### src/design/adagc_pkg.sv
// shared types and constants for the attack/decay gain control block
// no dependencies; used by adagc_ctrl, adagc_dp and attack_decay_agc_top
`default_nettype none

package adagc_pkg;

   localparam int unsigned CSR_INDEX_W = 3;
   localparam int unsigned CSR_DATA_W  = 24;

   localparam logic [CSR_INDEX_W-1:0] CSR_DECAY_COEF   = 3'd0;
   localparam logic [CSR_INDEX_W-1:0] CSR_ATTACK_COEF  = 3'd1;
   localparam logic [CSR_INDEX_W-1:0] CSR_REF_LEVEL    = 3'd2;
   localparam logic [CSR_INDEX_W-1:0] CSR_INITIAL_GAIN = 3'd3;
   localparam logic [CSR_INDEX_W-1:0] CSR_MAX_GAIN     = 3'd4;

   localparam logic [15:0] DECAY_COEF_RST   = 16'd66;
   localparam logic [15:0] ATTACK_COEF_RST  = 16'd6554;
   localparam logic [14:0] REF_LEVEL_RST    = 15'd16384;
   localparam logic [23:0] INITIAL_GAIN_RST = 24'd65536;
   localparam logic [23:0] MAX_GAIN_RST     = 24'd0;

   localparam logic [23:0] GAIN_FLOOR = 24'd7;
   localparam logic [23:0] GAIN_CEIL  = 24'hFFFFFF;

   localparam int unsigned SQRT_STEPS = 16;
   localparam int unsigned SQRT_CNT_W = 4;

   typedef logic [3:0] op_type;

   localparam op_type OP_NONE     = 4'd0;
   localparam op_type OP_LOAD     = 4'd1;
   localparam op_type OP_MUL_IG   = 4'd2;
   localparam op_type OP_MUL_QG   = 4'd3;
   localparam op_type OP_MUL_II   = 4'd4;
   localparam op_type OP_MUL_QQ   = 4'd5;
   localparam op_type OP_MUL_OI   = 4'd6;
   localparam op_type OP_MUL_OQ   = 4'd7;
   localparam op_type OP_SQ_INIT  = 4'd8;
   localparam op_type OP_SQ_STEP  = 4'd9;
   localparam op_type OP_ERR      = 4'd10;
   localparam op_type OP_MUL_RATE = 4'd11;
   localparam op_type OP_COMMIT   = 4'd12;

   typedef struct packed {
      op_type op;
   } cmd_type;

   typedef struct packed {
      logic out_free;
   } status_type;

endpackage

`default_nettype wire

### src/design/adagc_ctrl.sv
// sequencer for the gain control datapath: issues one operation per cycle
// while running and not held for a free result port; depends on adagc_pkg
`default_nettype none

module adagc_ctrl (
   input  wire logic                 clock,
   input  wire logic                 reset,
   input  wire logic                 req_valid,
   output logic                      req_ready,
   input  wire adagc_pkg::status_type status,
   output adagc_pkg::cmd_type        cmd
);

   localparam logic [3:0] S_IDLE = 4'd0;
   localparam logic [3:0] S_MI   = 4'd1;
   localparam logic [3:0] S_MQ   = 4'd2;
   localparam logic [3:0] S_PI   = 4'd3;
   localparam logic [3:0] S_PQ   = 4'd4;
   localparam logic [3:0] S_OI   = 4'd5;
   localparam logic [3:0] S_OQ   = 4'd6;
   localparam logic [3:0] S_SQ0  = 4'd7;
   localparam logic [3:0] S_SQRT = 4'd8;
   localparam logic [3:0] S_ERR  = 4'd9;
   localparam logic [3:0] S_RATE = 4'd10;
   localparam logic [3:0] S_DONE = 4'd11;

   localparam logic [adagc_pkg::SQRT_CNT_W-1:0] CNT_LAST =
      adagc_pkg::SQRT_CNT_W'(adagc_pkg::SQRT_STEPS - 1);

   logic [3:0]                        state_ff;
   logic [3:0]                        state_in;
   logic [adagc_pkg::SQRT_CNT_W-1:0]  cnt_ff;
   logic [adagc_pkg::SQRT_CNT_W-1:0]  cnt_in;

   assign req_ready = (state_ff == S_IDLE);

   always_comb begin
      state_in = state_ff;
      cnt_in   = cnt_ff;
      cmd.op   = adagc_pkg::OP_NONE;
      unique case (state_ff)
         S_IDLE: begin
            if (req_valid) begin
               cmd.op   = adagc_pkg::OP_LOAD;
               state_in = S_MI;
            end
         end
         S_MI: begin
            cmd.op   = adagc_pkg::OP_MUL_IG;
            state_in = S_MQ;
         end
         S_MQ: begin
            cmd.op   = adagc_pkg::OP_MUL_QG;
            state_in = S_PI;
         end
         S_PI: begin
            cmd.op   = adagc_pkg::OP_MUL_II;
            state_in = S_PQ;
         end
         S_PQ: begin
            cmd.op   = adagc_pkg::OP_MUL_QQ;
            state_in = S_OI;
         end
         S_OI: begin
            cmd.op   = adagc_pkg::OP_MUL_OI;
            state_in = S_OQ;
         end
         S_OQ: begin
            cmd.op   = adagc_pkg::OP_MUL_OQ;
            state_in = S_SQ0;
         end
         S_SQ0: begin
            cmd.op   = adagc_pkg::OP_SQ_INIT;
            cnt_in   = '0;
            state_in = S_SQRT;
         end
         S_SQRT: begin
            cmd.op = adagc_pkg::OP_SQ_STEP;
            cnt_in = cnt_ff + 1'b1;
            if (cnt_ff == CNT_LAST) begin
               state_in = S_ERR;
            end
         end
         S_ERR: begin
            cmd.op   = adagc_pkg::OP_ERR;
            state_in = S_RATE;
         end
         S_RATE: begin
            cmd.op   = adagc_pkg::OP_MUL_RATE;
            state_in = S_DONE;
         end
         S_DONE: begin
            if (status.out_free) begin
               cmd.op   = adagc_pkg::OP_COMMIT;
               state_in = S_IDLE;
            end
         end
         default: begin
            state_in = S_IDLE;
         end
      endcase
   end

   always_ff @(posedge clock) begin
      if (reset) begin
         state_ff <= S_IDLE;
         cnt_ff   <= '0;
      end else begin
         state_ff <= state_in;
         cnt_ff   <= cnt_in;
      end
   end

`ifndef SYNTHESIS
   a_sqrt_len: assert property (@(posedge clock) disable iff (reset)
      (state_ff == S_ERR) |->
         ($past(state_ff, adagc_pkg::SQRT_STEPS) == S_SQRT &&
          $past(state_ff, adagc_pkg::SQRT_STEPS + 1) == S_SQ0))
      else $error("square root did not run its full step count");

   a_done_wait: assert property (@(posedge clock) disable iff (reset)
      (state_ff == S_DONE && !status.out_free) |=> (state_ff == S_DONE))
      else $error("left done state while result register busy");

   a_idle_accept: assert property (@(posedge clock) disable iff (reset)
      (state_ff == S_IDLE && req_valid) |=> (state_ff == S_MI))
      else $error("transfer accepted without starting the sequence");
`endif

endmodule

`default_nettype wire

### src/design/adagc_dp.sv
// datapath: config registers, gain state, shared multiplier, square root
// step unit, result register; depends on adagc_pkg
`default_nettype none

module adagc_dp (
   input  wire logic                                 clock,
   input  wire logic                                 reset,
   input  wire adagc_pkg::cmd_type                   cmd,
   output adagc_pkg::status_type                     status,
   input  wire logic                                 csr_we,
   input  wire logic [adagc_pkg::CSR_INDEX_W-1:0]    csr_index,
   input  wire logic [adagc_pkg::CSR_DATA_W-1:0]     csr_wdata,
   input  wire logic signed [15:0]                   req_in_i,
   input  wire logic signed [15:0]                   req_in_q,
   output logic                                      rsp_valid,
   input  wire logic                                 rsp_ready,
   output logic signed [15:0]                        rsp_out_i,
   output logic signed [15:0]                        rsp_out_q,
   output logic [31:0]                               rsp_input_power,
   output logic [23:0]                               rsp_gain_used
);

   logic [15:0]        decay_coef_ff;
   logic [15:0]        attack_coef_ff;
   logic [14:0]        ref_level_ff;
   logic [23:0]        max_gain_ff;
   logic [23:0]        gain_ff;
   logic               rsp_valid_ff;

   logic signed [15:0] si_ff;
   logic signed [15:0] sq_ff;
   logic signed [41:0] prod_ff;
   logic signed [15:0] oi_ff;
   logic signed [15:0] oq_ff;
   logic [31:0]        pow_ff;
   logic [31:0]        sqx_ff;
   logic [31:0]        res_ff;
   logic [31:0]        bit_ff;
   logic signed [16:0] err_ff;
   logic signed [15:0] out_i_ff;
   logic signed [15:0] out_q_ff;
   logic [31:0]        out_pow_ff;
   logic [23:0]        out_gain_ff;

   logic signed [16:0] mul_a;
   logic signed [24:0] mul_b;
   logic               mul_en;
   logic signed [41:0] prod_in;
   logic [31:0]        trial;
   logic               attack_sel;
   logic [15:0]        rate_sel;
   logic signed [41:0] step_rnd;
   logic signed [41:0] step_full;
   logic signed [27:0] ng_raw;
   logic signed [27:0] ng_fix;
   logic [23:0]        gain_in;
   logic signed [16:0] err_in;

   function automatic logic signed [15:0] round_sat(input logic signed [41:0] p);
      logic signed [41:0] r;
      logic signed [41:0] t;
      r = p + 42'sd32768;
      t = r >>> 16;
      if (t > 42'sd32767) begin
         return 16'sh7FFF;
      end else if (t < -42'sd32768) begin
         return 16'sh8000;
      end
      return t[15:0];
   endfunction

   assign status.out_free = !rsp_valid_ff || rsp_ready;

   assign attack_sel = $signed({{8{err_ff[16]}}, err_ff, 1'b0}) > $signed({2'b00, gain_ff});
   assign rate_sel   = attack_sel ? attack_coef_ff : decay_coef_ff;

   always_comb begin
      mul_a  = '0;
      mul_b  = '0;
      mul_en = 1'b1;
      unique case (cmd.op)
         adagc_pkg::OP_MUL_IG: begin
            mul_a = 17'(si_ff);
            mul_b = $signed({1'b0, gain_ff});
         end
         adagc_pkg::OP_MUL_QG: begin
            mul_a = 17'(sq_ff);
            mul_b = $signed({1'b0, gain_ff});
         end
         adagc_pkg::OP_MUL_II: begin
            mul_a = 17'(si_ff);
            mul_b = 25'(si_ff);
         end
         adagc_pkg::OP_MUL_QQ: begin
            mul_a = 17'(sq_ff);
            mul_b = 25'(sq_ff);
         end
         adagc_pkg::OP_MUL_OI: begin
            mul_a = 17'(oi_ff);
            mul_b = 25'(oi_ff);
         end
         adagc_pkg::OP_MUL_OQ: begin
            mul_a = 17'(oq_ff);
            mul_b = 25'(oq_ff);
         end
         adagc_pkg::OP_MUL_RATE: begin
            mul_a = err_ff;
            mul_b = $signed({9'd0, rate_sel});
         end
         default: begin
            mul_en = 1'b0;
         end
      endcase
      prod_in = 42'(mul_a) * 42'(mul_b);
   end

   assign trial  = res_ff + bit_ff;
   assign err_in = $signed({1'b0, res_ff[15:0]}) - $signed({2'b00, ref_level_ff});

   // new gain from the registered error times rate product
   always_comb begin
      step_rnd  = prod_ff + 42'sd16384;
      step_full = step_rnd >>> 15;
      ng_raw    = $signed({4'd0, gain_ff}) - step_full[27:0];
      ng_fix    = ng_raw;
      if (ng_fix < 28'sd0) begin
         ng_fix = $signed({4'd0, adagc_pkg::GAIN_FLOOR});
      end
      if (max_gain_ff != '0 && ng_fix > $signed({4'd0, max_gain_ff})) begin
         ng_fix = $signed({4'd0, max_gain_ff});
      end
      if (ng_fix > $signed({4'd0, adagc_pkg::GAIN_CEIL})) begin
         ng_fix = $signed({4'd0, adagc_pkg::GAIN_CEIL});
      end
      gain_in = ng_fix[23:0];
   end

   always_ff @(posedge clock) begin
      if (reset) begin
         decay_coef_ff  <= adagc_pkg::DECAY_COEF_RST;
         attack_coef_ff <= adagc_pkg::ATTACK_COEF_RST;
         ref_level_ff   <= adagc_pkg::REF_LEVEL_RST;
         max_gain_ff    <= adagc_pkg::MAX_GAIN_RST;
         gain_ff        <= adagc_pkg::INITIAL_GAIN_RST;
         rsp_valid_ff   <= 1'b0;
      end else begin
         if (csr_we) begin
            unique case (csr_index)
               adagc_pkg::CSR_DECAY_COEF:   decay_coef_ff  <= csr_wdata[15:0];
               adagc_pkg::CSR_ATTACK_COEF:  attack_coef_ff <= csr_wdata[15:0];
               adagc_pkg::CSR_REF_LEVEL:    ref_level_ff   <= csr_wdata[14:0];
               adagc_pkg::CSR_INITIAL_GAIN: gain_ff        <= csr_wdata;
               adagc_pkg::CSR_MAX_GAIN:     max_gain_ff    <= csr_wdata;
               default: begin
               end
            endcase
         end
         if (cmd.op == adagc_pkg::OP_COMMIT) begin
            gain_ff      <= gain_in;
            rsp_valid_ff <= 1'b1;
         end else if (rsp_ready) begin
            rsp_valid_ff <= 1'b0;
         end
      end
   end

   always_ff @(posedge clock) begin
      if (mul_en) begin
         prod_ff <= prod_in;
      end
      unique case (cmd.op)
         adagc_pkg::OP_LOAD: begin
            si_ff <= req_in_i;
            sq_ff <= req_in_q;
         end
         adagc_pkg::OP_MUL_QG: oi_ff  <= round_sat(prod_ff);
         adagc_pkg::OP_MUL_II: oq_ff  <= round_sat(prod_ff);
         adagc_pkg::OP_MUL_QQ: pow_ff <= prod_ff[31:0];
         adagc_pkg::OP_MUL_OI: pow_ff <= pow_ff + prod_ff[31:0];
         adagc_pkg::OP_MUL_OQ: sqx_ff <= prod_ff[31:0];
         adagc_pkg::OP_SQ_INIT: begin
            sqx_ff <= sqx_ff + prod_ff[31:0];
            res_ff <= '0;
            bit_ff <= 32'h4000_0000;
         end
         adagc_pkg::OP_SQ_STEP: begin
            if (sqx_ff >= trial) begin
               sqx_ff <= sqx_ff - trial;
               res_ff <= (res_ff >> 1) + bit_ff;
            end else begin
               res_ff <= res_ff >> 1;
            end
            bit_ff <= bit_ff >> 2;
         end
         adagc_pkg::OP_ERR: err_ff <= err_in;
         adagc_pkg::OP_COMMIT: begin
            out_i_ff    <= oi_ff;
            out_q_ff    <= oq_ff;
            out_pow_ff  <= pow_ff;
            out_gain_ff <= gain_ff;
         end
         default: begin
         end
      endcase
   end

   assign rsp_valid       = rsp_valid_ff;
   assign rsp_out_i       = out_i_ff;
   assign rsp_out_q       = out_q_ff;
   assign rsp_input_power = out_pow_ff;
   assign rsp_gain_used   = out_gain_ff;

`ifndef SYNTHESIS
   a_commit_free: assert property (@(posedge clock) disable iff (reset)
      (cmd.op == adagc_pkg::OP_COMMIT) |-> (!rsp_valid_ff || rsp_ready))
      else $error("result overwritten before transfer");

   a_commit_valid: assert property (@(posedge clock) disable iff (reset)
      (cmd.op == adagc_pkg::OP_COMMIT) |=> rsp_valid_ff)
      else $error("committed result not presented");

   a_gain_hold: assert property (@(posedge clock) disable iff (reset)
      (cmd.op != adagc_pkg::OP_COMMIT &&
       !(csr_we && csr_index == adagc_pkg::CSR_INITIAL_GAIN)) |=> $stable(gain_ff))
      else $error("gain changed outside commit or initial gain write");

   a_mag_range: assert property (@(posedge clock) disable iff (reset)
      (cmd.op == adagc_pkg::OP_ERR) |-> (res_ff[31:16] == 16'd0))
      else $error("magnitude out of range");
`endif

endmodule

`default_nettype wire

### src/design/attack_decay_agc_top.sv
// top level of the attack/decay automatic gain control
// depends on adagc_pkg, adagc_ctrl and adagc_dp
`default_nettype none

// One complex sample in, one result out. Each sample is scaled by the Q8.16
// gain, rounded and saturated, and reported with its input power and the gain
// applied; the gain then moves by the magnitude error times the attack or decay
// rate. An item makes seven passes through the single shared 17x25 multiplier
// plus a 16-step bit-serial square root of the output power, and its result
// waits until the result port is free. The input port takes a new transfer as
// soon as the result is loaded into the output register, so a result may wait
// there while the next sample is being worked on. A write to initial_gain
// also loads the running gain.

module attack_decay_agc_top (
   input  wire logic                               clock,
   input  wire logic                               reset,
   input  wire logic                               csr_we,
   input  wire logic [adagc_pkg::CSR_INDEX_W-1:0]  csr_index,
   input  wire logic [adagc_pkg::CSR_DATA_W-1:0]   csr_wdata,
   input  wire logic                               req_valid,
   output logic                                    req_ready,
   input  wire logic signed [15:0]                 req_in_i,
   input  wire logic signed [15:0]                 req_in_q,
   output logic                                    rsp_valid,
   input  wire logic                               rsp_ready,
   output logic signed [15:0]                      rsp_out_i,
   output logic signed [15:0]                      rsp_out_q,
   output logic [31:0]                             rsp_input_power,
   output logic [23:0]                             rsp_gain_used
);

   adagc_pkg::cmd_type    cmd;
   adagc_pkg::status_type status;

   adagc_ctrl u_ctrl (
      .clock     (clock),
      .reset     (reset),
      .req_valid (req_valid),
      .req_ready (req_ready),
      .status    (status),
      .cmd       (cmd)
   );

   adagc_dp u_dp (
      .clock           (clock),
      .reset           (reset),
      .cmd             (cmd),
      .status          (status),
      .csr_we          (csr_we),
      .csr_index       (csr_index),
      .csr_wdata       (csr_wdata),
      .req_in_i        (req_in_i),
      .req_in_q        (req_in_q),
      .rsp_valid       (rsp_valid),
      .rsp_ready       (rsp_ready),
      .rsp_out_i       (rsp_out_i),
      .rsp_out_q       (rsp_out_q),
      .rsp_input_power (rsp_input_power),
      .rsp_gain_used   (rsp_gain_used)
   );

endmodule

`default_nettype wire
### config.mk
export PLATFORM = sky130hd
export DESIGN_NAME = attack_decay_agc_top
export DESIGN_NICKNAME = d
export VERILOG_FILES = /design/src/design/adagc_pkg.sv /design/src/design/adagc_ctrl.sv /design/src/design/adagc_dp.sv /design/src/design/attack_decay_agc_top.sv
export SDC_FILE = /design/constraint.sdc
export NUM_CORES = 2
export LEC_CHECK = 0
export ABC_CLOCK_PERIOD_IN_PS = 8700
export CORE_ASPECT_RATIO = 1.2
export CORE_UTILIZATION = 38
export CTS_BUF_LIST = sky130_fd_sc_hd__clkbuf_4
export CTS_CLUSTER_DIAMETER = 80
export DETAILED_ROUTE_END_ITERATION = 8
export DONT_BUFFER_PORTS = 1
export PLACE_DENSITY_LB_ADDON = 0.08
export SLEW_MARGIN = 20
export SYNTH_ARGS = -nofsm -noshare
export SYNTH_HDL_FRONTEND = slang
export SYNTH_SLANG_ARGS = --single-unit
### constraint.sdc
create_clock -name clock -period 8.7 [get_ports clock]
set_clock_uncertainty 0.05 [all_clocks]
set_input_delay 1.74 -clock clock [delete_from_list [all_inputs] [get_ports clock]]
set_output_delay 1.74 -clock clock [all_outputs]
set_load 0.005 [all_outputs]
==> metrics.md <==
| Metric | Value |
|---|---|
| Worst Setup EP | `u_dp.prod_ff[40]$_DFFE_PP_` |
| Dpl hpwl | `126,100 um` |
| Avg Inst Size Synth | `around 9.3 um2` |
| Final instance area | `48,600 um2` |
| Clk slew on worst S/H paths | `0.06 ns` |
| Count of cell types in the netlist | `101` |
| CP arrival | `9.21 ns` |
| R2r startpoint | `u_dp.err_ff[16]$_DFFE_PN_` |
| Max IR drop VDD | `0.1576 mV` |
| Post-CTS Hold Fix Bufs | `0` |
| Synth Area in Compound Gates | `0.1708` |
| Pwr dens | `between 150 and 200 nW/um2` |
| Post-Syn Instances | `4,550` |
| Primary FF master, synth | `edfxtp_1` |
| CTS tree | `done` |
| Clock Sinks | `427` |
| Vias in the first global route | `36,647` |
| Clk buf depth | `3` |
| Leakage power | `around 0.021 uW` |
| Final hold viol count | `0` |
| Xor and xnor area share after synthesis | `0.05022` |
| Multi-input gate area | `28,870 um2` |
| RSZ-0062 raised after global routing | `yes` |
| Outcome | `complete, no violations` |
| Total Routing Usage GR | `0.2825` |
| Root buffer cell | `clkbuf_4` |
| Skew-Pair Late Insertion Delay | `1.09 ns` |
| Crit path kind | `reg2reg` |
| R2R Setup Slk | `0.19 ns` |
| First-pass GRT wire length | `235,900 um` |
| Mapped Nets | `5,354` |
| Mux cell area share after synthesis | `0.01306` |
| Maxcap violations | `0` |
| Routed len/inst | `24.70 um` |
| Simple-gate share of the synthesized area | `0.1324` |
| Area share of fa/ha/maj cells after synthesis | `0.2920` |
| Max-slew violations | `0` |
| Rows | `134` |
| Slew HR | `0.2815` |
| Asr flop ratio synth | `0` |
| Worst-path fanout max | `7` |
| Most frequent cells in the layout | `519 x inv_1, 497 x nand2_1, 409 x fa_1, 338 x a21oi_1, 323 x edfxtp_1` |
| R2r endpoint | `u_dp.prod_ff[40]$_DFFE_PP_` |
| Vias | `between 30,000 and 40,000` |
| Least-Margin Pin Slew | `1.078 ns` |
| Post-synthesis cell type with the largest combined area | `edfxtp_1` |
| Antenna viol nets, final | `0` |
| IO Port Bufs | `0` |
| Critical path launch point type | `flip-flop` |
| Core box area | `111,200 um2` |
| Post-synthesis cell area | `42,530 um2` |
| Initial DRC Count | `2,778` |
| Worst setup EP type | `flip-flop` |
| Die footprint | `113,300 um2` |
| Overflow after GRT | `0` |
| Initial core utilization | `0.3826` |
| Initial antenna violation count | `11` |
| Post-synth EDFFs | `323` |
| Die H | `roughly 370 um` |
| First-pass DRT Iterations | `7` |
| CP peak stage delay | `0.60 ns` |
| RD Place Congestion | `0.9633` |
| I/O pin count | `154` |
| Shortest period the worst path allows | `8.506 ns` |
| DR vias/cell | `~5.5` |
| Num CTS Buffers | `between 100 and 150` |
| Top cells by area, synth | `edfxtp_1 23%, fa_1 20%, ha_1 9.4%, dfxtp_1 4.9%, inv_1 4.7%` |
| Crit-path slowest cell | `fa_2` |
| Worst hold path type | `reg2reg` |
| Commonest non-fill, non-tap cell in the layout | `inv_1` |
| Largest family of logic cells by synthesized area | `adder cells` |
| Smallest hold slack | `0.3988 ns` |
| Share of post-route cells with drive strength above 1 | `0.1503` |
| Register area | `between 10,000 and 15,000 um2` |
| Drt total wl | `around 160,000 um` |
| Crit path launch | `u_dp.err_ff[16]$_DFFE_PN_` |
| Yosys warning count | `0` |
| R2R depth | `33` |
| Die span in x | `roughly 310 um` |
| Nets | `5,611` |
| Post-synthesis sequential area ratio | `0.2770` |
| DRC Markers | `0` |
| Yosys top cell area share | `0.2281` |
| Peak Freq | `0.1176 GHz` |
| Layout area overhead | `14.28%` |
| Area after DPL | `about 46,000 um2` |
| Fillers | `11,206` |
| Largest net degree at the start of global routing | `108` |
| Worst EP required | `9.40 ns` |
| H-tree levels | `3` |
| Synth Register Bits | `~430` |
| Final period utilization | `0.9777` |
| Final setup viols | `0` |
[worst max-delay path, delay by kind of cell, from the launching register on]
kind / cells / cell delay [ns]
fa+ha+maj: 8 / 3.63
compound gates: 16 / 2.55
buf+inv: 7 / 0.95
flops: 1 / 0.46
mux: 1 / 0.45
simple gates: 1 / 0.09
[flip-flops by register name (all words and copies together), names as in the netlist, 15 cells and up]
signal,count
u_dp.prod_ff,42
u_dp.rsp_out_i,16
u_dp.oi_ff,16
u_dp.attack_coef_ff,16
u_dp.max_gain_ff,24
u_dp.pow_ff,32
u_dp.err_ff,17
u_dp.rsp_gain_used,24
u_dp.res_ff,32
u_dp.si_ff,16
u_dp.decay_coef_ff,16
u_dp.oq_ff,16
u_dp.gain_ff,24
u_dp.bit_ff,16
u_dp.ref_level_ff,15
u_dp.sqx_ff,32
u_dp.rsp_out_q,16
u_dp.rsp_input_power,32
u_dp.sq_ff,16
[power by group]
part	switching [uW]	internal, uW	leakage, uW
clock network	987	908	0.000894
registers	312	2380	0.00377
logic	2200	1390	0.0159
[how the worst min path moves through the flow]
stage / start / endpoint / slack [ns] / cells past startpoint
detailed placement: u_dp.oq_ff[4]$_DFFE_PN_ / u_dp.rsp_out_q[4]$_DFFE_PP_ / 0.39 / 0
CTS: u_dp.ref_level_ff[13]$_SDFFE_PP0P_ / u_dp.ref_level_ff[13]$_SDFFE_PP0P_ / 0.40 / 2
floorplan: u_dp.oi_ff[15]$_DFFE_PP_ / u_dp.rsp_out_i[15]$_DFFE_PP_ / 0.38 / 0
global placement: u_dp.ref_level_ff[6]$_SDFFE_PP0P_ / u_dp.ref_level_ff[6]$_SDFFE_PP0P_ / 0.39 / 2
global route: u_dp.oq_ff[4]$_DFFE_PN_ / u_dp.rsp_out_q[4]$_DFFE_PP_ / 0.41 / 0
finish: u_dp.oq_ff[4]$_DFFE_PN_ / u_dp.rsp_out_q[4]$_DFFE_PP_ / 0.40 / 0
[per-stage QoR]
step	utilization	TNS (ns)	power (uW)	cells	worst slack, ns
CTS	0.4288	0	8170	6384	0.02315
finish	0.4372	0	8189	6408	0.1936
detailed placement	0.4137	-1.732	6202	6160	-0.2678
floorplan	-	0	4868	4550	0.02425
global route	0.4371	-0.3725	8726	6404	-0.09239
global placement	0.4137	-0.5775	6209	6160	-0.1774
[layout make-up]
cell class,instances,share of cell area
inverters,536,0.04145
flip-flops and latches,427,0.2424
clock inverters,52,0.005947
multi-input cells,3410,0.5940
clock buffers,162,0.02503
repair buffers,315,0.05211
diodes,10,0.0005149
well taps,1496,0.03852
[kinds of logic after synthesis]
logic type,count (synthesis)
xor gates and xnor gates,243
buffers and inverters,714
DFF,427
adders and majority gates,740
muxes,53
AOI/OAI and AO/OA,1167
and+or+nand+nor,1206
[what timing repair did]
action	4_1_cts	5_1_grt
gates resized for setup	14	197
pin swaps	3	72
cloned	1	2
setup endpoints to repair	11	15
buffers inserted	9	14
endpoints found under the hold margin	0	0
[per-layer routing]
layer | vias to the layer above | share of wire | wire (um) | GRT usage
li1 | 16367 | - | - | -
met5 | - | 0.000082 | 13 | 0
met4 | 2 | 0.070 | 11000 | 0.1724
met1 | 17629 | 0.40 | 62540 | 0.3391
met3 | 371 | 0.052 | 8198 | 0.03784
met2 | 1134 | 0.48 | 76490 | 0.4790
[Yosys cell counts (24+ instances only)]
| master | count |
|---|---|
| a211oi_1 | 35 |
| a21o_1 | 79 |
| a21oi_1 | 398 |
| a22oi_1 | 57 |
| a31oi_1 | 38 |
| and2_1 | 55 |
| and3_1 | 39 |
| buf_1 | 24 |
| clkbuf_1 | 133 |
| dfxtp_1 | 104 |
| edfxtp_1 | 323 |
| fa_1 | 421 |
| ha_1 | 319 |
| inv_1 | 535 |
| mux2i_1 | 33 |
| nand2_1 | 498 |
| nand2b_1 | 37 |
| nand3_1 | 68 |
| nand4_1 | 41 |
| nor2_1 | 256 |
| nor2b_1 | 36 |
| nor3_1 | 68 |
| o21a_1 | 33 |
| o21ai_0 | 295 |
| o21bai_1 | 44 |
| xnor2_1 | 122 |
| xor2_1 | 120 |
No activity file was read; power rests on OpenSTA's default activity.
